File: src/sv/assert_macros.svh
`ifndef ASSERT_MACROS_SVH
`define ASSERT_MACROS_SVH

// Clocked property, off while reset is asserted
`define ASSERT_PROP(label, prop, msg) \
  label: assert property (@(posedge clk_i) disable iff (!rst_ni) (prop)) else $error(msg);

// Same-cycle implication
`define ASSERT_IMPLIES(label, ante, cons, msg) \
  `ASSERT_PROP(label, (ante) |-> (cons), msg)

// Next-cycle implication
`define ASSERT_NEXT(label, ante, cons, msg) \
  `ASSERT_PROP(label, (ante) |=> (cons), msg)

`endif

File: src/sv/cnsp_pkg.sv
package cnsp_pkg;

  typedef enum logic [2:0] {
    PH_HEADER   = 3'd0,
    PH_NAME     = 3'd1,
    PH_NAME_PAD = 3'd2,
    PH_DATA     = 3'd3,
    PH_DATA_PAD = 3'd4,
    PH_STOPPED  = 3'd5
  } phase_e;

  typedef enum logic [2:0] {
    KIND_NAME      = 3'd0,
    KIND_ENTRY     = 3'd1,
    KIND_CONTENT   = 3'd2,
    KIND_TRAILER   = 3'd3,
    KIND_BAD_MAGIC = 3'd4
  } kind_e;

  localparam logic [6:0] MagicLen    = 7'd6;
  localparam logic [6:0] HeaderLast  = 7'd109;
  localparam logic [3:0] FieldMode   = 4'd1;
  localparam logic [3:0] FieldSize   = 4'd6;
  localparam logic [3:0] FieldName   = 4'd11;
  localparam logic [3:0] TrailerLen  = 4'd10;
  localparam logic [31:0] TrailerNameSize = 32'd11;
  localparam logic [3:0] TypeRegular = 4'h8;
  localparam logic [3:0] TypeSymlink = 4'hA;

  typedef struct packed {
    phase_e      phase;
    logic [6:0]  hdr_pos;
    logic [31:0] acc;
    logic        digits_stopped;
    logic [31:0] mode;
    logic [31:0] size;
    logic [31:0] name_size;
    logic [31:0] remaining;
    logic [1:0]  align;
    logic        trailer_match;
    logic        kept;
    logic [3:0]  name_idx;
  } cnsp_state_t;

  typedef struct packed {
    logic        valid;
    kind_e       kind;
    logic [7:0]  data;
    logic        last;
    logic [31:0] mode;
    logic [31:0] size;
    logic [31:0] name_len;
    logic        kept;
  } cnsp_result_t;

  localparam cnsp_state_t StateReset = '{
    phase:          PH_HEADER,
    hdr_pos:        7'd0,
    acc:            32'd0,
    digits_stopped: 1'b0,
    mode:           32'd0,
    size:           32'd0,
    name_size:      32'd0,
    remaining:      32'd0,
    align:          2'd0,
    trailer_match:  1'b1,
    kept:           1'b0,
    name_idx:       4'd0
  };

  function automatic logic [7:0] magic_char(logic [2:0] idx);
    case (idx)
      3'd0:    magic_char = 8'h30;
      3'd1:    magic_char = 8'h37;
      3'd2:    magic_char = 8'h30;
      3'd3:    magic_char = 8'h37;
      3'd4:    magic_char = 8'h30;
      3'd5:    magic_char = 8'h31;
      default: magic_char = 8'h00;
    endcase
  endfunction

  function automatic logic [7:0] trailer_char(logic [3:0] idx);
    case (idx)
      4'd0:    trailer_char = 8'h54;
      4'd1:    trailer_char = 8'h52;
      4'd2:    trailer_char = 8'h41;
      4'd3:    trailer_char = 8'h49;
      4'd4:    trailer_char = 8'h4C;
      4'd5:    trailer_char = 8'h45;
      4'd6:    trailer_char = 8'h52;
      4'd7:    trailer_char = 8'h21;
      4'd8:    trailer_char = 8'h21;
      4'd9:    trailer_char = 8'h21;
      default: trailer_char = 8'h00;
    endcase
  endfunction

  // {is_digit, value}
  function automatic logic [4:0] hex_digit(logic [7:0] c);
    logic [7:0] t;
    t = 8'd0;
    if (c >= 8'h30 && c <= 8'h39) begin
      t = c - 8'h30;
      hex_digit = {1'b1, t[3:0]};
    end else if (c >= 8'h61 && c <= 8'h66) begin
      t = c - 8'h57;
      hex_digit = {1'b1, t[3:0]};
    end else if (c >= 8'h41 && c <= 8'h46) begin
      t = c - 8'h37;
      hex_digit = {1'b1, t[3:0]};
    end else begin
      hex_digit = 5'd0;
    end
  endfunction

  function automatic cnsp_state_t begin_header(cnsp_state_t s);
    cnsp_state_t r;
    r = s;
    r.phase          = PH_HEADER;
    r.hdr_pos        = 7'd0;
    r.acc            = 32'd0;
    r.digits_stopped = 1'b0;
    r.trailer_match  = 1'b1;
    return r;
  endfunction

  function automatic cnsp_state_t enter_data_pad(cnsp_state_t s);
    cnsp_state_t r;
    r = s;
    r.align = 2'd0 - s.size[1:0];
    if (r.align != 2'd0) begin
      r.phase = PH_DATA_PAD;
    end else begin
      r = begin_header(r);
    end
    return r;
  endfunction

  function automatic cnsp_state_t enter_data(cnsp_state_t s);
    cnsp_state_t r;
    r = s;
    r.remaining = s.size;
    if (s.size != 32'd0) begin
      r.phase = PH_DATA;
    end else begin
      r = enter_data_pad(r);
    end
    return r;
  endfunction

  function automatic cnsp_state_t enter_after_name(cnsp_state_t s);
    cnsp_state_t r;
    r = s;
    r.align = 2'd2 - s.name_size[1:0];
    if (r.align != 2'd0) begin
      r.phase = PH_NAME_PAD;
    end else begin
      r = enter_data(r);
    end
    return r;
  endfunction

  function automatic cnsp_result_t make_result(kind_e kind, logic [7:0] b, logic last,
                                               cnsp_state_t s);
    cnsp_result_t r;
    r.valid    = 1'b1;
    r.kind     = kind;
    r.data     = b;
    r.last     = last;
    r.mode     = (kind != KIND_BAD_MAGIC) ? s.mode : 32'd0;
    r.size     = (kind != KIND_BAD_MAGIC) ? s.size : 32'd0;
    r.name_len = (kind != KIND_BAD_MAGIC) ? s.name_size : 32'd0;
    r.kept     = (kind != KIND_BAD_MAGIC) ? s.kept : 1'b0;
    return r;
  endfunction

endpackage

File: src/sv/cnsp_step.sv
module cnsp_step (
  input  logic [7:0]           byte_i,
  input  logic                 start_i,
  input  cnsp_pkg::cnsp_state_t state_i,
  output cnsp_pkg::cnsp_state_t state_o,
  output cnsp_pkg::cnsp_result_t result_o
);
  import cnsp_pkg::*;

  cnsp_state_t  s;
  cnsp_result_t res;
  logic [6:0]   rel;
  logic [3:0]   field;
  logic [2:0]   ch;
  logic [4:0]   hd;
  logic [3:0]   mtype;

  always_comb begin
    s     = start_i ? StateReset : state_i;
    res   = '0;
    rel   = s.hdr_pos - MagicLen;
    field = rel[6:3];
    ch    = rel[2:0];
    hd    = hex_digit(byte_i);
    mtype = 4'd0;
    case (s.phase)
      PH_HEADER: begin
        if (s.hdr_pos < MagicLen && byte_i != magic_char(s.hdr_pos[2:0])) begin
          res     = make_result(KIND_BAD_MAGIC, 8'd0, 1'b0, s);
          s.phase = PH_STOPPED;
        end else begin
          if (s.hdr_pos >= MagicLen) begin
            if (ch == 3'd0) begin
              s.acc            = 32'd0;
              s.digits_stopped = 1'b0;
            end
            if (!s.digits_stopped && hd[4]) begin
              s.acc = {s.acc[27:0], hd[3:0]};
            end else begin
              s.digits_stopped = 1'b1;
            end
            if (ch == 3'd7) begin
              if (field == FieldMode) begin
                s.mode = s.acc;
              end else if (field == FieldSize) begin
                s.size = s.acc;
              end else if (field == FieldName) begin
                s.name_size = s.acc;
              end
            end
          end
          if (s.hdr_pos >= HeaderLast) begin
            mtype           = s.mode[15:12];
            s.kept          = (mtype == TypeRegular) || (mtype == TypeSymlink);
            s.trailer_match = 1'b1;
            if (s.name_size == 32'd0) begin
              res = make_result(KIND_ENTRY, 8'd0, 1'b0, s);
              s   = enter_after_name(s);
            end else begin
              s.remaining = s.name_size;
              s.name_idx  = 4'd0;
              s.phase     = PH_NAME;
            end
          end else begin
            s.hdr_pos = s.hdr_pos + 7'd1;
          end
        end
      end
      PH_NAME: begin
        if (s.remaining > 32'd1) begin
          if (s.name_idx >= TrailerLen || byte_i != trailer_char(s.name_idx)) begin
            s.trailer_match = 1'b0;
          end
          res         = make_result(KIND_NAME, byte_i, s.remaining == 32'd2, s);
          s.remaining = s.remaining - 32'd1;
          if (s.name_idx < TrailerLen) begin
            s.name_idx = s.name_idx + 4'd1;
          end
        end else if (s.trailer_match && s.name_size == TrailerNameSize) begin
          res     = make_result(KIND_TRAILER, 8'd0, 1'b0, s);
          s.phase = PH_STOPPED;
        end else begin
          res = make_result(KIND_ENTRY, 8'd0, 1'b0, s);
          s   = enter_after_name(s);
        end
      end
      PH_NAME_PAD: begin
        s.align = s.align - 2'd1;
        if (s.align == 2'd0) begin
          s = enter_data(s);
        end
      end
      PH_DATA: begin
        if (s.kept) begin
          res = make_result(KIND_CONTENT, byte_i, s.remaining == 32'd1, s);
        end
        s.remaining = s.remaining - 32'd1;
        if (s.remaining == 32'd0) begin
          s = enter_data_pad(s);
        end
      end
      PH_DATA_PAD: begin
        s.align = s.align - 2'd1;
        if (s.align == 2'd0) begin
          s = begin_header(s);
        end
      end
      default: begin
      end
    endcase
    state_o  = s;
    result_o = res;
  end

endmodule

File: src/sv/cnsp_out_reg.sv
module cnsp_out_reg (
  input  logic                  clk_i,
  input  logic                  rst_ni,
  input  logic                  load_i,
  input  cnsp_pkg::cnsp_result_t result_i,
  input  logic                  out_ready_i,
  output logic                  can_load_o,
  output logic                  out_valid_o,
  output cnsp_pkg::cnsp_result_t result_o
);
  import cnsp_pkg::*;

  logic         valid_q, valid_d;
  cnsp_result_t data_q;

  assign can_load_o = !valid_q || out_ready_i;

  always_comb begin
    valid_d = valid_q;
    if (can_load_o) begin
      valid_d = load_i && result_i.valid;
    end
  end

  always_ff @(posedge clk_i or negedge rst_ni) begin
    if (!rst_ni) begin
      valid_q <= 1'b0;
    end else begin
      valid_q <= valid_d;
    end
  end

  always_ff @(posedge clk_i) begin
    if (can_load_o && load_i && result_i.valid) begin
      data_q <= result_i;
    end
  end

  assign out_valid_o = valid_q;
  assign result_o    = data_q;

endmodule

File: src/sv/cpio_newc_stream_parser_core.sv
// cpio newc stream parser.
// Input channel (in_valid_i / in_ready_o) carries one archive byte per item,
// with start_archive_i set on the first byte of an archive to restart parsing.
// Output channel (out_valid_o / out_ready_i) carries at most one result per
// input byte: name bytes, an entry record, content bytes of kept entries,
// a trailer or a bad magic indication, with the entry's parsed mode, size,
// name length and kept flag alongside.
// Each byte passes an input register, the combinational parsing logic against
// the parser state, and a result register, which holds the byte's result if it
// yields one. One byte is accepted every cycle while the result register can
// load; bytes that yield no result (header, padding, dropped content) still
// pass the parsing stage, whose single state update per byte sets the rate.
// Reset empties both registers and returns the parser to the start of a
// header. While the receiver stalls, the result register holds its item;
// one more byte is taken into the input register and then in_ready_o drops
// until the result is taken. After a trailer or bad magic every byte is
// dropped until one arrives with start_archive_i set.
module cpio_newc_stream_parser_core (
  input  logic        clk_i,
  input  logic        rst_ni,
  input  logic        in_valid_i,
  output logic        in_ready_o,
  input  logic [7:0]  archive_byte_i,
  input  logic        start_archive_i,
  output logic        out_valid_o,
  input  logic        out_ready_i,
  output logic [2:0]  result_kind_o,
  output logic [7:0]  data_byte_o,
  output logic        last_of_run_o,
  output logic [31:0] file_mode_o,
  output logic [31:0] file_size_o,
  output logic [31:0] name_length_o,
  output logic        entry_kept_o
);
  import cnsp_pkg::*;

  logic         s1_valid_q, s1_valid_d;
  logic [7:0]   byte_q;
  logic         start_q;
  logic         s1_fire;
  logic         can_load;
  logic         in_fire;
  cnsp_state_t  state_q, state_d;
  cnsp_result_t step_res;
  cnsp_result_t out_res;

  assign s1_fire    = s1_valid_q && can_load;
  assign in_ready_o = !s1_valid_q || s1_fire;
  assign in_fire    = in_valid_i && in_ready_o;

  always_comb begin
    s1_valid_d = s1_valid_q;
    if (in_ready_o) begin
      s1_valid_d = in_valid_i;
    end
  end

  always_ff @(posedge clk_i or negedge rst_ni) begin
    if (!rst_ni) begin
      s1_valid_q <= 1'b0;
      state_q    <= StateReset;
    end else begin
      s1_valid_q <= s1_valid_d;
      if (s1_fire) begin
        state_q <= state_d;
      end
    end
  end

  always_ff @(posedge clk_i) begin
    if (in_fire) begin
      byte_q  <= archive_byte_i;
      start_q <= start_archive_i;
    end
  end

  cnsp_step u_step (
    .byte_i   (byte_q),
    .start_i  (start_q),
    .state_i  (state_q),
    .state_o  (state_d),
    .result_o (step_res)
  );

  cnsp_out_reg u_out_reg (
    .clk_i       (clk_i),
    .rst_ni      (rst_ni),
    .load_i      (s1_fire),
    .result_i    (step_res),
    .out_ready_i (out_ready_i),
    .can_load_o  (can_load),
    .out_valid_o (out_valid_o),
    .result_o    (out_res)
  );

  assign result_kind_o = out_res.kind;
  assign data_byte_o   = out_res.data;
  assign last_of_run_o = out_res.last;
  assign file_mode_o   = out_res.mode;
  assign file_size_o   = out_res.size;
  assign name_length_o = out_res.name_len;
  assign entry_kept_o  = out_res.kept;

`include "assert_macros.svh"

  `ASSERT_NEXT(a_stopped_silent, s1_fire && !start_q && state_q.phase == PH_STOPPED, !out_valid_o, "stopped parser produced a result")
  `ASSERT_IMPLIES(a_ready_stall, !in_ready_o, s1_valid_q && out_valid_o && !out_ready_i, "input stalled without output back-pressure")
  `ASSERT_IMPLIES(a_data_remaining, state_q.phase == PH_DATA, state_q.remaining != 32'd0, "content phase with no bytes left")
  `ASSERT_IMPLIES(a_bad_magic_clear, out_valid_o && out_res.kind == KIND_BAD_MAGIC, out_res.mode == 32'd0 && !out_res.kept, "bad magic carries entry fields")

endmodule
File: config.mk
export PLATFORM = sky130hd
export DESIGN_NAME = cpio_newc_stream_parser_core
export DESIGN_NICKNAME = d
export VERILOG_FILES = /design/src/sv/cnsp_pkg.sv /design/src/sv/cnsp_step.sv /design/src/sv/cnsp_out_reg.sv /design/src/sv/cpio_newc_stream_parser_core.sv
export VERILOG_INCLUDE_DIRS = /design/src /design/src/sv
export SDC_FILE = /design/constraint.sdc
export NUM_CORES = 1
export LEC_CHECK = 0
export CAP_MARGIN = 25
export CORE_MARGIN = 2
export CORE_UTILIZATION = 47
export DETAILED_ROUTE_END_ITERATION = 12
export DONT_BUFFER_PORTS = 1
export PLACE_DENSITY = 0.61
export SYNTH_ARGS = -nofsm -noshare
export SYNTH_HDL_FRONTEND = slang
export SYNTH_SLANG_ARGS = --single-unit
File: constraint.sdc
create_clock -name clk_i -period 9.7 [get_ports clk_i]
set_input_delay 0.97 -clock clk_i [delete_from_list [all_inputs] [get_ports clk_i]]
set_output_delay 0.97 -clock clk_i [all_outputs]
set_load 0.01 [all_outputs]
==> flow_summary.html, run 1 <==
<table>
<tr><th>Metric</th><th>Value</th></tr>
<tr><th colspan="2">Synth</th></tr>
<tr><td>Netlist area before placement</td><td>17400 um^2</td></tr>
<tr><td>Number of warnings printed during yosys synthesis</td><td>0</td></tr>
<tr><td>Cell count after synthesis</td><td>~1900</td></tr>
<tr><td>Prevailing post-synth register cell</td><td>sky130_fd_sc_hd__dfrtp_1</td></tr>
<tr><td>Post-synth net total</td><td>1942</td></tr>
<tr><td>Synthesized-area fraction occupied by xor and xnor cells</td><td>0.0105</td></tr>
<tr><td>Fraction of the mapped netlist area in compound gates</td><td>0.242</td></tr>
<tr><td>Main combinational cell family by area after synthesis</td><td>compound AO/OA/AOI/OAI gates</td></tr>
<tr><td>Simple-gate portion of the synthesized area</td><td>0.210</td></tr>
<tr><td>Ys async rst share</td><td>0.605</td></tr>
<tr><td>Synth cell types</td><td>95</td></tr>
<tr><td>Avg Inst Size Synth</td><td>9.18 um^2</td></tr>
<tr><td>Number of enable flip-flop cells after synthesis</td><td>118</td></tr>
<tr><td>Adder-cell share of the synthesized area</td><td>0.0201</td></tr>
<tr><td>Post-synthesis sequential area ratio</td><td>0.463</td></tr>
<tr><td>Fraction of synthesized area in multiplexers</td><td>0.0137</td></tr>
<tr><td>Number of synthesized register bits</td><td>~300</td></tr>
<tr><th colspan="2">Global routing</th></tr>
<tr><td>Via count of the first global-routing pass</td><td>between 15000 and 20000</td></tr>
<tr><td>Global-route wire length before repair</td><td>107000 um</td></tr>
<tr><td>Largest net degree at the start of global routing</td><td>182</td></tr>
<tr><td>Overall fraction of global-route tracks in use</td><td>0.375</td></tr>
<tr><td>Antenna violations before repair</td><td>0</td></tr>
<tr><td>Met2 demand-to-capacity share in global routing</td><td>0.544</td></tr>
<tr><td>Global-route met3 utilization</td><td>0.0852</td></tr>
<tr><td>Sum of overflow across all layers after global routing</td><td>0</td></tr>
<tr><td>Top Usage Layer GRT</td><td>met2</td></tr>
<tr><td>Grt met1 use</td><td>0.524</td></tr>
<tr><th colspan="2">Worst setup path</th></tr>
<tr><td>Arrival time worst endpoint</td><td>7080 ps</td></tr>
<tr><td>Startpoint type of the worst setup path</td><td>register</td></tr>
<tr><td>Critical path data required time</td><td>just under 10000 ps</td></tr>
<tr><td>Type of element capturing the critical path</td><td>register</td></tr>
<tr><td>Type of the worst setup path</td><td>reg2reg</td></tr>
<tr><td>Crit path buffers/inverters</td><td>2</td></tr>
<tr><td>Critical-path top delay cell</td><td>sky130_fd_sc_hd__nand2_2</td></tr>
<tr><td>Delay of the slowest cell on the worst path</td><td>about 840 ps</td></tr>
<tr><td>Critical Path, Cell by Cell</td><td>nor2b_1 &gt; ha_1 &gt; a21oi_1 &gt; buf_4 &gt; nand2_1 &gt; nand2_2 &gt; o21ai_0 &gt; a21oi_1 &gt; ha_1 &gt; o31a_1 &gt; o2111ai_1 &gt; nor4_4 &gt; nand3_1 &gt; a21oi_1 &gt; o221a_4 &gt; buf_12</td></tr>
<tr><td>Maximum fanout along the worst path</td><td>61</td></tr>
<tr><td>Top cell family by delay on the critical path</td><td>simple AND/OR/NAND/NOR gates</td></tr>
<tr><td>Flop-to-flop setup slack</td><td>between 2000 and 3000 ps</td></tr>
<tr><td>Cell repeated most along the worst path</td><td>sky130_fd_sc_hd__a21oi_1</td></tr>
<tr><th colspan="2">Layout</th></tr>
<tr><td>Antenna cell count</td><td>0</td></tr>
<tr><td>Layout filler cell count</td><td>3432</td></tr>
<tr><td>Area taken by multi-input logic gates</td><td>8740 um^2</td></tr>
<tr><td>Net total in the final layout</td><td>1901</td></tr>
<tr><td>Layout Area Growth over Synthesis</td><td>9.46%</td></tr>
<tr><td>Final std cells w/o fill</td><td>2356</td></tr>
<tr><td>Proportion of layout cells with a drive suffix above 1</td><td>0.0842</td></tr>
<tr><td>Area taken by flip-flops and latches</td><td>approximately 8100 um^2</td></tr>
<tr><th colspan="2">STA</th></tr>
<tr><td>Final-layout setup total negative slack</td><td>0 ps</td></tr>
<tr><td>Final count of hold timing violations</td><td>0</td></tr>
<tr><td>Max Freq</td><td>146 MHz</td></tr>
<tr><td>Setup Viol. Count Final</td><td>0</td></tr>
<tr><td>Transition time at the pin with the least slew margin</td><td>1290 ps</td></tr>
<tr><td>Final slew viol count</td><td>0</td></tr>
<tr><td>Crit path time final</td><td>6870 ps</td></tr>
<tr><td>Final period utilization</td><td>0.708</td></tr>
<tr><td>RSZ-0062 raised after global routing</td><td>false</td></tr>
<tr><td>Smallest hold slack</td><td>between 100 and 150 ps</td></tr>
<tr><td>Worst slew slack as a fraction of its limit</td><td>0.137</td></tr>
<tr><td>Worst clock skew on the final layout</td><td>roughly 18 ps</td></tr>
<tr><th colspan="2">Job</th></tr>
<tr><td>Count of maximum capacitance violations</td><td>0</td></tr>
<tr><th colspan="2">Pwr</th></tr>
<tr><td>Overall power</td><td>3.79 mW</td></tr>
<tr><td>Worst voltage drop across the vdd grid</td><td>0.109 mV</td></tr>
<tr><td>Leakage</td><td>7.27 nW</td></tr>
<tr><td>Power per standard cell area</td><td>approximately 200 nW/um^2</td></tr>
<tr><th colspan="2">CTS</th></tr>
<tr><td>Bufs on Longest Clock Path</td><td>3</td></tr>
<tr><td>Post-CTS Setup Bufs</td><td>0</td></tr>
<tr><td>CTS H-Tree Depth</td><td>2</td></tr>
<tr><td>Clock tree sinks</td><td>approximately 300</td></tr>
<tr><td>Clk pin slew, worst setup/hold paths</td><td>around 60 ps</td></tr>
<tr><td>CTS tree</td><td>yes</td></tr>
<tr><td>Cell chosen for the clock root</td><td>sky130_fd_sc_hd__clkbuf_16</td></tr>
<tr><td>Hold Buf Count CTS</td><td>0</td></tr>
<tr><td>Cells resized by post-CTS repair</td><td>0</td></tr>
<tr><td>Clock buffers created by TritonCTS</td><td>36</td></tr>
<tr><td>Clock insertion delay at the later pin of the skew report</td><td>560 ps</td></tr>
<tr><th colspan="2">Die</th></tr>
<tr><td>Die Area</td><td>38700 um^2</td></tr>
<tr><td>Die width</td><td>197 um</td></tr>
<tr><td>Boundary pin count</td><td>between 100 and 150</td></tr>
<tr><td>Row Count</td><td>70</td></tr>
<tr><td>Core area</td><td>36600 um^2</td></tr>
<tr><td>Initial core utilization</td><td>0.476</td></tr>
<tr><td>Chip Height</td><td>197 um</td></tr>
<tr><th colspan="2">Run status</th></tr>
<tr><td>Outcome</td><td>finished clean</td></tr>
<tr><th colspan="2">Route</th></tr>
<tr><td>Final WL</td><td>71900 um</td></tr>
<tr><td>Number of optimization iterations in the first detailed-route pass</td><td>6</td></tr>
<tr><td>Initial DRC Count</td><td>2075</td></tr>
<tr><td>Drt via density</td><td>6.97</td></tr>
<tr><td>DRC</td><td>0</td></tr>
<tr><td>Remaining antenna violation count</td><td>0</td></tr>
<tr><td>Detailed-route wire length per cell</td><td>30.5 um</td></tr>
<tr><td>Via count</td><td>roughly 16000</td></tr>
<tr><th colspan="2">Placement</th></tr>
<tr><td>Final HPWL DP</td><td>51400 um</td></tr>
<tr><td>Number of placed cells counting well taps</td><td>around 2300</td></tr>
<tr><td>Input/output buffers</td><td>0</td></tr>
<tr><td>Final GP Congestion</td><td>between 1 and 1.5</td></tr>
<tr><th colspan="2">Min path</th></tr>
<tr><td>Classification of the worst-slack hold path</td><td>in2async</td></tr>
</table>
==> routing by layer <==
metal	share of wire	up-vias	wire (um)
met5	0	-	0
met4	0.059	0	4230
met3	0.11	205	7560
met2	0.42	1001	30600
met1	0.41	8147	29600
li1	-	7078	-
==> final cells by class <==
cell class,count,share of cell area
multi-input combinational,1428,0.458
sequential,299,0.423
clock buffer,52,0.0530
tap,468,0.0307
timing repair buffer,61,0.0246
inverter,34,0.00668
clock inverter,14,0.00459
==> cell families after synthesis <==
group / Yosys count
flops: 299
simple gates: 737
xor+xnor: 21
compound gates: 619
mux: 23
fa+ha+maj: 28
buf+inv: 174
==> cells in the mapped netlist (all sizes together), types with 29 or more instances <==
| master | count | area share |
|---|---|---|
| buf | 33 | 0.010 |
| and2 | 46 | 0.016 |
| inv | 34 | 0.0073 |
| nor2 | 141 | 0.030 |
| a31oi | 29 | 0.010 |
| nor4 | 32 | 0.014 |
| clkbuf | 107 | 0.023 |
| nand3 | 58 | 0.017 |
| nand2 | 258 | 0.056 |
| a21oi | 108 | 0.031 |
| nor2b | 53 | 0.019 |
| nor3 | 38 | 0.011 |
| edfxtp | 118 | 0.20 |
| o21ai | 169 | 0.049 |
| dfrtp | 180 | 0.26 |
| o22ai | 30 | 0.011 |
| a22o | 79 | 0.040 |
==> final timing paths <==
path                              start                      to  cells past startpoint
hold reg to reg            state_q[134]            state_q[134]                      2
setup reg to reg                start_q  u_out_reg.result_o[93]                     16
max in group asynchronous        rst_ni             state_q[23]                      0
hold / removal                   rst_ni             state_q[46]                      0
setup / recovery                start_q  u_out_reg.result_o[93]                     16
min in group clk_i         state_q[134]            state_q[134]                      2
==> metrics by stage <==
step	instance area (um^2)	util	setup WS, ps
after floorplan	17400	-	1840
after global placement	18000	0.491	3180
after detailed placement	18000	0.491	2980
after CTS	19100	0.522	2980
after global routing	19100	0.522	2360
final	19100	0.522	2830
==> state kept, by name, summed over array words and instances, names as in the netlist <==
name / flops
state_q: 179
s1_valid_q: 1
u_out_reg.out_valid_o: 1
u_out_reg.result_o: 109
start_q: 1
byte_q: 8
==> cells in the final DEF (no fill, tap or decap), types with 29 or more instances in the layout <==
cell / instances
sky130_fd_sc_hd__nor3_1: 38
sky130_fd_sc_hd__o22ai_1: 30
sky130_fd_sc_hd__nor2b_1: 53
sky130_fd_sc_hd__nor2_1: 138
sky130_fd_sc_hd__nand2_1: 257
sky130_fd_sc_hd__a21oi_1: 104
sky130_fd_sc_hd__edfxtp_1: 118
sky130_fd_sc_hd__clkbuf_16: 37
sky130_fd_sc_hd__buf_4: 60
sky130_fd_sc_hd__dfrtp_1: 180
sky130_fd_sc_hd__a22o_1: 79
sky130_fd_sc_hd__and2_1: 46
sky130_fd_sc_hd__inv_1: 33
sky130_fd_sc_hd__o21ai_0: 144
sky130_fd_sc_hd__a31oi_1: 29
sky130_fd_sc_hd__nand3_1: 57
==> report_power, final <==
group          switching [mW]  total, mW  internal (mW)
combinational           0.570      0.827          0.257
sequential              0.211       1.67           1.46
clock                   0.557       1.29          0.732
total                    1.34       3.79           2.45
(Power assumes the default switching activity.)
==> run 2: changes to the inputs <==
Clock period 9.7 ns to 7.2 ns, I/O delays scaled along.
==> flow_summary.html, run 2 (same netlist as run 1, synthesis figures left out) <==
<table>
<tr><th>Metric</th><th>Value</th></tr>
<tr><th colspan="2">Pwr</th></tr>
<tr><td>Worst voltage drop across the vdd grid</td><td>0.210 mV (was 0.109 mV)</td></tr>
<tr><td>Leakage</td><td>7.34 nW (was 7.27 nW)</td></tr>
<tr><td>Overall power</td><td>5.28 mW (was 3.79 mW)</td></tr>
<tr><td>Combinational share of power</td><td>0.216 (was 0.218)</td></tr>
<tr><td>Fraction of power spent switching nets</td><td>0.352 (was 0.353)</td></tr>
<tr><td>Switching power</td><td>1.86 mW (was 1.34 mW)</td></tr>
<tr><td>Power per standard cell area</td><td>274 nW/um^2 (was 198 nW/um^2)</td></tr>
<tr><td>Internal power</td><td>3.42 mW (was 2.45 mW)</td></tr>
<tr><td>Part of the total power dissipated in sequential elements</td><td>0.425 (was 0.442)</td></tr>
<tr><td>Fraction of power consumed by the clock network</td><td>0.359 (was 0.340)</td></tr>
<tr><th colspan="2">Die</th></tr>
<tr><td>Row Count</td><td>70 (unchanged)</td></tr>
<tr><td>Core area</td><td>36600 um^2 (unchanged)</td></tr>
<tr><td>Die Area</td><td>38700 um^2 (unchanged)</td></tr>
<tr><td>Initial core utilization</td><td>0.476 (unchanged)</td></tr>
<tr><td>Die width</td><td>197 um (unchanged)</td></tr>
<tr><td>Boundary pin count</td><td>124 (unchanged)</td></tr>
<tr><td>Chip Height</td><td>197 um (unchanged)</td></tr>
<tr><th colspan="2">CTS</th></tr>
<tr><td>CTS tree</td><td>yes (unchanged)</td></tr>
<tr><td>Cells resized by post-CTS repair</td><td>0 (unchanged)</td></tr>
<tr><td>CTS H-Tree Depth</td><td>2 (unchanged)</td></tr>
<tr><td>Bufs on Longest Clock Path</td><td>3 (unchanged)</td></tr>
<tr><td>Clk pin slew, worst setup/hold paths</td><td>60 ps (about the same)</td></tr>
<tr><td>Clock buffers created by TritonCTS</td><td>36 (unchanged)</td></tr>
<tr><td>Clock insertion delay at the later pin of the skew report</td><td>570 ps (was 560 ps)</td></tr>
<tr><td>Cell chosen for the clock root</td><td>sky130_fd_sc_hd__clkbuf_16 (unchanged)</td></tr>
<tr><td>Clock tree sinks</td><td>299 (unchanged)</td></tr>
<tr><th colspan="2">Route</th></tr>
<tr><td>Via count</td><td>16400 (about the same)</td></tr>
<tr><td>Initial DRC Count</td><td>2181 (was 2075)</td></tr>
<tr><td>Number of optimization iterations in the first detailed-route pass</td><td>6 (unchanged)</td></tr>
<tr><td>Remaining antenna violation count</td><td>0 (unchanged)</td></tr>
<tr><td>Detailed-route wire length per cell</td><td>31.3 um (was 30.5 um)</td></tr>
<tr><td>DRC</td><td>0 (unchanged)</td></tr>
<tr><td>Drt via density</td><td>6.92 (was 6.97)</td></tr>
<tr><td>Final WL</td><td>73900 um (was 71900 um)</td></tr>
<tr><th colspan="2">STA</th></tr>
<tr><td>Final period utilization</td><td>0.831 (was 0.708)</td></tr>
<tr><td>Transition time at the pin with the least slew margin</td><td>1210 ps (was 1290 ps)</td></tr>
<tr><td>Max Freq</td><td>167 MHz (was 146 MHz)</td></tr>
<tr><td>Final-layout setup total negative slack</td><td>0 ps (unchanged)</td></tr>
<tr><td>Final count of hold timing violations</td><td>0 (unchanged)</td></tr>
<tr><td>Final slew viol count</td><td>0 (unchanged)</td></tr>
<tr><td>Worst slew slack as a fraction of its limit</td><td>0.187 (was 0.137)</td></tr>
<tr><td>RSZ-0062 raised after global routing</td><td>false (unchanged)</td></tr>
<tr><td>Setup Viol. Count Final</td><td>0 (unchanged)</td></tr>
<tr><td>Crit path time final</td><td>5990 ps (was 6870 ps)</td></tr>
<tr><td>Worst clock skew on the final layout</td><td>29.1 ps (was 18.5 ps)</td></tr>
<tr><th colspan="2">Worst setup path</th></tr>
<tr><td>Critical path data required time</td><td>7640 ps (was 9910 ps)</td></tr>
<tr><td>Delay of the slowest cell on the worst path</td><td>870 ps (was 840 ps)</td></tr>
<tr><td>Type of element capturing the critical path</td><td>register (unchanged)</td></tr>
<tr><td>Maximum fanout along the worst path</td><td>19 (was 61)</td></tr>
<tr><td>Arrival time worst endpoint</td><td>6430 ps (was 7080 ps)</td></tr>
<tr><td>Crit path buffers/inverters</td><td>2 (unchanged)</td></tr>
<tr><td>Startpoint type of the worst setup path</td><td>register (unchanged)</td></tr>
<tr><td>Critical-path top delay cell</td><td>sky130_fd_sc_hd__a311oi_1 (was sky130_fd_sc_hd__nand2_2)</td></tr>
<tr><td>Critical Path, Cell by Cell</td><td>buf_4 &gt; nor2b_1 &gt; ha_1 &gt; inv_1 &gt; o41ai_1 &gt; and2_1 &gt; nor2_1 &gt; a311oi_1 &gt; nand4_1 &gt; a2111oi_4 &gt; nand4_2 &gt; o211ai_2 &gt; nor2_1 &gt; a221o_1 (was nor2b_1 &gt; ha_1 &gt; a21oi_1 &gt; buf_4 &gt; nand2_1 &gt; nand2_2 &gt; o21ai_0 &gt; a21oi_1 &gt; ha_1 &gt; o31a_1 &gt; o2111ai_1 &gt; nor4_4 &gt; nand3_1 &gt; a21oi_1 &gt; o221a_4 &gt; buf_12)</td></tr>
<tr><td>Top cell family by delay on the critical path</td><td>compound AO/OA/AOI/OAI gates (was simple AND/OR/NAND/NOR gates)</td></tr>
<tr><td>Cell repeated most along the worst path</td><td>sky130_fd_sc_hd__nor2_1 (was sky130_fd_sc_hd__a21oi_1)</td></tr>
<tr><td>Type of the worst setup path</td><td>reg2reg (unchanged)</td></tr>
<tr><th colspan="2">Layout</th></tr>
<tr><td>Net total in the final layout</td><td>1906 (was 1901)</td></tr>
<tr><td>Most frequent cells in the layout</td><td>257 x sky130_fd_sc_hd__nand2_1, 180 x sky130_fd_sc_hd__dfrtp_1, 145 x sky130_fd_sc_hd__o21ai_0 (was 257 x sky130_fd_sc_hd__nand2_1, 180 x sky130_fd_sc_hd__dfrtp_1, 144 x sky130_fd_sc_hd__o21ai_0)</td></tr>
<tr><td>Area of all placed cells without fillers</td><td>19300 um^2 (was 19100 um^2)</td></tr>
<tr><td>Area taken by flip-flops and latches</td><td>8070 um^2 (unchanged)</td></tr>
<tr><td>Layout Area Growth over Synthesis</td><td>10.5% (was 9.46%)</td></tr>
<tr><td>Layout filler cell count</td><td>3363 (was 3432)</td></tr>
<tr><td>Most common cell after layout, fill and taps aside</td><td>sky130_fd_sc_hd__nand2_1 (unchanged)</td></tr>
<tr><td>Max FFs per register</td><td>179 (unchanged)</td></tr>
<tr><td>Biggest register</td><td>state_q (unchanged)</td></tr>
<tr><td>Proportion of layout cells with a drive suffix above 1</td><td>0.0898 (was 0.0842)</td></tr>
<tr><td>Area taken by multi-input logic gates</td><td>8740 um^2 (unchanged)</td></tr>
<tr><th colspan="2">Global routing</th></tr>
<tr><td>Antenna violations before repair</td><td>3 (was 0)</td></tr>
<tr><td>Largest net degree at the start of global routing</td><td>181 (was 182)</td></tr>
<tr><td>Overall fraction of global-route tracks in use</td><td>0.380 (was 0.375)</td></tr>
<tr><td>Global-route wire length before repair</td><td>108000 um (was 107000 um)</td></tr>
<tr><td>Via count of the first global-routing pass</td><td>15100 (was 15300)</td></tr>
<tr><td>Sum of overflow across all layers after global routing</td><td>0 (unchanged)</td></tr>
<tr><th colspan="2">Placement</th></tr>
<tr><td>Final GP Congestion</td><td>1.02 (was 1.03)</td></tr>
<tr><td>Input/output buffers</td><td>0 (unchanged)</td></tr>
<tr><td>Final HPWL DP</td><td>53400 um (was 51400 um)</td></tr>
<tr><td>Area post-placement</td><td>18000 um^2 (about the same)</td></tr>
<tr><th colspan="2">Run status</th></tr>
<tr><td>Outcome</td><td>finished clean (unchanged)</td></tr>
<tr><th colspan="2">Min path</th></tr>
<tr><td>Classification of the worst-slack hold path</td><td>in2async (unchanged)</td></tr>
<tr><th colspan="2">Job</th></tr>
<tr><td>Count of maximum capacitance violations</td><td>0 (unchanged)</td></tr>
</table>
[run 2: cell types whose count changed in the layout (fill, tap and decap cells not counted), moves of 3 or more]
| cell | delta |
|---|---|
| sky130_fd_sc_hd__bufinv_16 | +4 |
| sky130_fd_sc_hd__clkbuf_1 | -7 |
| sky130_fd_sc_hd__clkinvlp_4 | +5 |
| sky130_fd_sc_hd__inv_6 | -3 |
[run 2: power by group through the flow]
| stage | sequential, mW | combinational (mW) | clock, mW |
|---|---|---|---|
| after floorplan | 2.13 | 0.803 | 0 |
| after global placement | 2.27 | 1.08 | 0 |
| after detailed placement | 2.26 | 1.09 | 0 |
| after CTS | 2.23 | 1.12 | 1.92 |
| after global routing | 2.26 | 1.23 | 1.98 |
| final | 2.24 | 1.14 | 1.90 |
[run 2: what timing repair did]
item                                   in CTS  in global routing
buffers inserted                            0                  0
hold buffers                                2                  0
endpoints found under the hold margin     180                  0
[run 2: per-layer routing]
| metal | routed length (um) | global-route usage | up-vias |
|---|---|---|---|
| li1 | - | - | 7093 |
| met1 | 29900 | 0.524 | 8032 |
| met2 | 32200 | 0.572 | 1031 |
| met3 | 7690 | 0.0883 | 190 |
| met4 | 3980 | 0.174 | 4 |
| met5 | 27 | 0 | - |
[run 2: final cells by class]
cell class                      count  share of cell area
Sequential cell                   299               0.419
Clock buffer                       44              0.0499
Inverter                           34             0.00662
Multi-Input combinational cell   1428               0.453
Tap cell                          468              0.0304
Clock inverter                     22              0.0132
Timing Repair Buffer               66              0.0274
Antenna cell                        1            0.000130
[run 2: through the flow]
stage	util	std cells	setup WS (ps)	hold slack [ps]
floorplan	-	1901	34.4	424
global placement	0.491	2290	1430	433
detailed placement	0.492	2292	1350	434
CTS	0.526	2360	1390	250
global route	0.526	2361	937	253
finish	0.526	2362	1210	235
[run 2: worst reg2reg max path, stage by stage (launching register included)]
cell,delay [ps]
sky130_fd_sc_hd__edfxtp_1,380
sky130_fd_sc_hd__buf_4,230
sky130_fd_sc_hd__nor2b_1,370
sky130_fd_sc_hd__ha_1,320
sky130_fd_sc_hd__inv_1,110
sky130_fd_sc_hd__o41ai_1,440
sky130_fd_sc_hd__and2_1,740
sky130_fd_sc_hd__nor2_1,180
sky130_fd_sc_hd__a311oi_1,870
sky130_fd_sc_hd__nand4_1,290
sky130_fd_sc_hd__a2111oi_4,450
sky130_fd_sc_hd__nand4_2,300
sky130_fd_sc_hd__o211ai_2,770
sky130_fd_sc_hd__nor2_1,120
sky130_fd_sc_hd__a221o_1,280
[run 2: path summary, 6_finish.rpt]
| kind | start | to | slack, ps | cells after the start |
|---|---|---|---|---|
| worst max-delay path | start_q | state_q[140] | 1210 | 14 |
| worst min-delay path | rst_ni | state_q[53] | 240 | 1 |
| worst max register to register | start_q | state_q[140] | 1210 | 14 |
| worst min register to register | state_q[73] | state_q[73] | 480 | 2 |
| max in group asynchronous | rst_ni | state_q[33] | 6270 | 1 |
| min in group clk_i | archive_byte_i[6] | byte_q[6] | 260 | 0 |
==> run 3: changes to the inputs <==
Settings changed: PLACE_DENSITY 0.61 to 0.63.
Clock period 7.2 ns to 5.45 ns, I/O delays scaled along.
==> flow_summary.html, run 3 (same netlist as run 1, synthesis figures left out) <==
<table>
<tr><th>Metric</th><th>Value</th></tr>
<tr><th colspan="2">Run status</th></tr>
<tr><td>Outcome</td><td>complete, but fails checks (was finished clean)</td></tr>
<tr><td>Violated checks</td><td>negative hold slack</td></tr>
<tr><th colspan="2">Global routing</th></tr>
<tr><td>Antenna violations before repair</td><td>4 (was 3)</td></tr>
<tr><td>Largest net degree at the start of global routing</td><td>182 (was 181)</td></tr>
<tr><td>Global-route wire length before repair</td><td>109000 um (was 108000 um)</td></tr>
<tr><td>Via count of the first global-routing pass</td><td>15500 (was 15100)</td></tr>
<tr><td>Sum of overflow across all layers after global routing</td><td>0 (unchanged)</td></tr>
<tr><td>Overall fraction of global-route tracks in use</td><td>0.385 (was 0.380)</td></tr>
<tr><th colspan="2">CTS</th></tr>
<tr><td>Post-CTS Setup Bufs</td><td>0 (unchanged)</td></tr>
<tr><td>CTS H-Tree Depth</td><td>2 (unchanged)</td></tr>
<tr><td>Clock tree sinks</td><td>299 (unchanged)</td></tr>
<tr><td>Cell chosen for the clock root</td><td>sky130_fd_sc_hd__clkbuf_16 (unchanged)</td></tr>
<tr><td>Clock insertion delay at the later pin of the skew report</td><td>570 ps (about the same)</td></tr>
<tr><td>Clk pin slew, worst setup/hold paths</td><td>70 ps (was 60 ps)</td></tr>
<tr><td>Clock buffers created by TritonCTS</td><td>35 (was 36)</td></tr>
<tr><td>Bufs on Longest Clock Path</td><td>3 (unchanged)</td></tr>
<tr><td>CTS tree</td><td>yes (unchanged)</td></tr>
<tr><th colspan="2">STA</th></tr>
<tr><td>Final count of hold timing violations</td><td>5 (was 0)</td></tr>
<tr><td>Max Freq</td><td>201 MHz (was 167 MHz)</td></tr>
<tr><td>Worst clock skew on the final layout</td><td>22.8 ps (was 29.1 ps)</td></tr>
<tr><td>Final setup margin</td><td>474 ps (was 1210 ps)</td></tr>
<tr><td>Smallest hold slack</td><td>-32.5 ps (was 235 ps)</td></tr>
<tr><td>Crit path time final</td><td>4980 ps (was 5990 ps)</td></tr>
<tr><td>Final period utilization</td><td>0.913 (was 0.831)</td></tr>
<tr><td>Setup Viol. Count Final</td><td>0 (unchanged)</td></tr>
<tr><td>Worst slew slack as a fraction of its limit</td><td>0.282 (was 0.187)</td></tr>
<tr><td>RSZ-0062 raised after global routing</td><td>false (unchanged)</td></tr>
<tr><td>Final slew viol count</td><td>0 (unchanged)</td></tr>
<tr><td>Final-layout setup total negative slack</td><td>0 ps (unchanged)</td></tr>
<tr><td>Transition time at the pin with the least slew margin</td><td>1080 ps (was 1210 ps)</td></tr>
<tr><th colspan="2">Die</th></tr>
<tr><td>Initial core utilization</td><td>0.476 (unchanged)</td></tr>
<tr><td>Chip Height</td><td>197 um (unchanged)</td></tr>
<tr><td>Core area</td><td>36600 um^2 (unchanged)</td></tr>
<tr><td>Die width</td><td>197 um (unchanged)</td></tr>
<tr><td>Die Area</td><td>38700 um^2 (unchanged)</td></tr>
<tr><td>Row Count</td><td>70 (unchanged)</td></tr>
<tr><td>Boundary pin count</td><td>124 (unchanged)</td></tr>
<tr><th colspan="2">Worst setup path</th></tr>
<tr><td>Number of cell instances on the worst register-to-register path</td><td>15 (was 14)</td></tr>
<tr><td>Reg-to-reg startpoint</td><td>state_q[171] (was start_q)</td></tr>
<tr><td>Critical path data required time</td><td>5860 ps (was 7640 ps)</td></tr>
<tr><td>Startpoint type of the worst setup path</td><td>register (unchanged)</td></tr>
<tr><td>Arrival time worst endpoint</td><td>5390 ps (was 6430 ps)</td></tr>
<tr><td>Type of element capturing the critical path</td><td>register (unchanged)</td></tr>
<tr><td>Type of the worst setup path</td><td>reg2reg (unchanged)</td></tr>
<tr><td>Critical R2R Capture</td><td>state_q[170] (was state_q[140])</td></tr>
<tr><td>Flop-to-flop setup slack</td><td>470 ps (was 1210 ps)</td></tr>
<tr><td>Maximum fanout along the worst path</td><td>24 (was 19)</td></tr>
<tr><th colspan="2">Pwr</th></tr>
<tr><td>Leakage</td><td>7.56 nW (was 7.34 nW)</td></tr>
<tr><td>Worst voltage drop across the vdd grid</td><td>0.291 mV (was 0.210 mV)</td></tr>
<tr><td>Overall power</td><td>6.99 mW (was 5.28 mW)</td></tr>
<tr><td>Power per standard cell area</td><td>355 nW/um^2 (was 274 nW/um^2)</td></tr>
<tr><th colspan="2">Layout</th></tr>
<tr><td>Most frequent cells in the layout</td><td>256 x sky130_fd_sc_hd__nand2_1, 180 x sky130_fd_sc_hd__dfrtp_1, 145 x sky130_fd_sc_hd__o21ai_0 (was 257 x sky130_fd_sc_hd__nand2_1, 180 x sky130_fd_sc_hd__dfrtp_1, 145 x sky130_fd_sc_hd__o21ai_0)</td></tr>
<tr><td>Most common cell after layout, fill and taps aside</td><td>sky130_fd_sc_hd__nand2_1 (unchanged)</td></tr>
<tr><td>Area taken by multi-input logic gates</td><td>8840 um^2 (was 8740 um^2)</td></tr>
<tr><td>Biggest register</td><td>state_q (unchanged)</td></tr>
<tr><td>Net total in the final layout</td><td>1947 (was 1906)</td></tr>
<tr><td>Layout Area Growth over Synthesis</td><td>12.9% (was 10.5%)</td></tr>
<tr><td>Proportion of layout cells with a drive suffix above 1</td><td>0.116 (was 0.0898)</td></tr>
<tr><td>Layout filler cell count</td><td>3385 (was 3363)</td></tr>
<tr><td>Area of all placed cells without fillers</td><td>19700 um^2 (was 19300 um^2)</td></tr>
<tr><td>Area taken by flip-flops and latches</td><td>8070 um^2 (unchanged)</td></tr>
<tr><td>Max FFs per register</td><td>179 (unchanged)</td></tr>
<tr><th colspan="2">Placement</th></tr>
<tr><td>Final HPWL DP</td><td>54800 um (was 53400 um)</td></tr>
<tr><td>Final GP Congestion</td><td>1.02 (about the same)</td></tr>
<tr><td>Input/output buffers</td><td>0 (unchanged)</td></tr>
<tr><td>Pre-CTS WS</td><td>422 ps (was 1350 ps)</td></tr>
<tr><td>Area post-placement</td><td>18400 um^2 (was 18000 um^2)</td></tr>
<tr><th colspan="2">Route</th></tr>
<tr><td>Remaining antenna violation count</td><td>0 (unchanged)</td></tr>
<tr><td>Via count</td><td>16800 (was 16400)</td></tr>
<tr><td>Final WL</td><td>74800 um (was 73900 um)</td></tr>
<tr><td>DRC</td><td>0 (unchanged)</td></tr>
<tr><td>Detailed-route wire length per cell</td><td>31.1 um (was 31.3 um)</td></tr>
<tr><td>Drt via density</td><td>7.00 (was 6.92)</td></tr>
<tr><td>Number of optimization iterations in the first detailed-route pass</td><td>6 (unchanged)</td></tr>
<tr><td>Initial DRC Count</td><td>2414 (was 2181)</td></tr>
<tr><th colspan="2">Job</th></tr>
<tr><td>Count of maximum capacitance violations</td><td>0 (unchanged)</td></tr>
<tr><th colspan="2">Min path</th></tr>
<tr><td>Classification of the worst-slack hold path</td><td>in2async (unchanged)</td></tr>
</table>
==> run 3: how the worst max path moves through the flow <==
stage | startpoint | end
2_1_floorplan | start_q | u_out_reg.result_o[0]
3_3_place_gp | state_q[171] | state_q[170]
3_5_place_dp | state_q[171] | state_q[148]
4_1_cts | state_q[171] | state_q[170]
5_1_grt | start_q | state_q[148]
6_report | state_q[171] | state_q[170]
==> run 3: metal layers <==
metal / share of wire / GRT usage / routed length [um] / up-vias
li1: - / - / - / 7181
met1: 0.40 / 0.517 / 30000 / 8281
met2: 0.44 / 0.583 / 32800 / 1093
met3: 0.10 / 0.0888 / 7520 / 257
met4: 0.059 / 0.201 / 4410 / 4
met5: 0.00031 / 0.00255 / 23 / -
==> run 3: cell type report <==
| class | instances | area share |
|---|---|---|
| Clock inverter | 15 | 0.0102 |
| Antenna cell | 1 | 0.000127 |
| Tap cell | 468 | 0.0297 |
| Sequential cell | 299 | 0.410 |
| Timing Repair Buffer | 108 | 0.0435 |
| Clock buffer | 49 | 0.0508 |
| Inverter | 34 | 0.00661 |
| Multi-Input combinational cell | 1428 | 0.449 |
==> run 3: through the flow <==
step / utilization / instances / hold WS (ps)
2_1_floorplan: - / 1901 / 249
3_3_place_gp: 0.504 / 2335 / 258
3_5_place_dp: 0.504 / 2335 / 259
4_1_cts: 0.537 / 2400 / 62.5
5_1_grt: 0.538 / 2401 / 67.4
6_report: 0.538 / 2402 / -32.5
==> run 3: timing repair <==
| item | CTS | global route |
|---|---|---|
| endpoints found under the hold margin | 181 | 0 |
| endpoints found under the setup margin | 0 | 1 |
| hold buffers | 1 | 0 |
| gates resized for setup | 0 | 1 |
==> run 3: critical path, stage by stage, from the launching register on <==
cell	delay, ps
sky130_fd_sc_hd__dfrtp_1	480
sky130_fd_sc_hd__nor2b_1	220
sky130_fd_sc_hd__buf_4	160
sky130_fd_sc_hd__ha_4	210
sky130_fd_sc_hd__or4b_4	490
sky130_fd_sc_hd__o22ai_4	220
sky130_fd_sc_hd__nand3_2	140
sky130_fd_sc_hd__buf_4	290
sky130_fd_sc_hd__nand3_1	120
sky130_fd_sc_hd__o211ai_1	130
sky130_fd_sc_hd__nor4b_2	490
sky130_fd_sc_hd__and4_1	530
sky130_fd_sc_hd__nand2_1	370
sky130_fd_sc_hd__buf_4	300
sky130_fd_sc_hd__o311ai_0	560
sky130_fd_sc_hd__nand2_1	100
==> run 3: power by group <==
group / leakage (nW) / internal [mW] / total [mW] / switching [mW]
logic: 3.38 / 0.499 / 1.56 / 1.06
registers: 3.59 / 2.60 / 2.95 / 0.354
clock network: 0.586 / 1.45 / 2.47 / 1.02
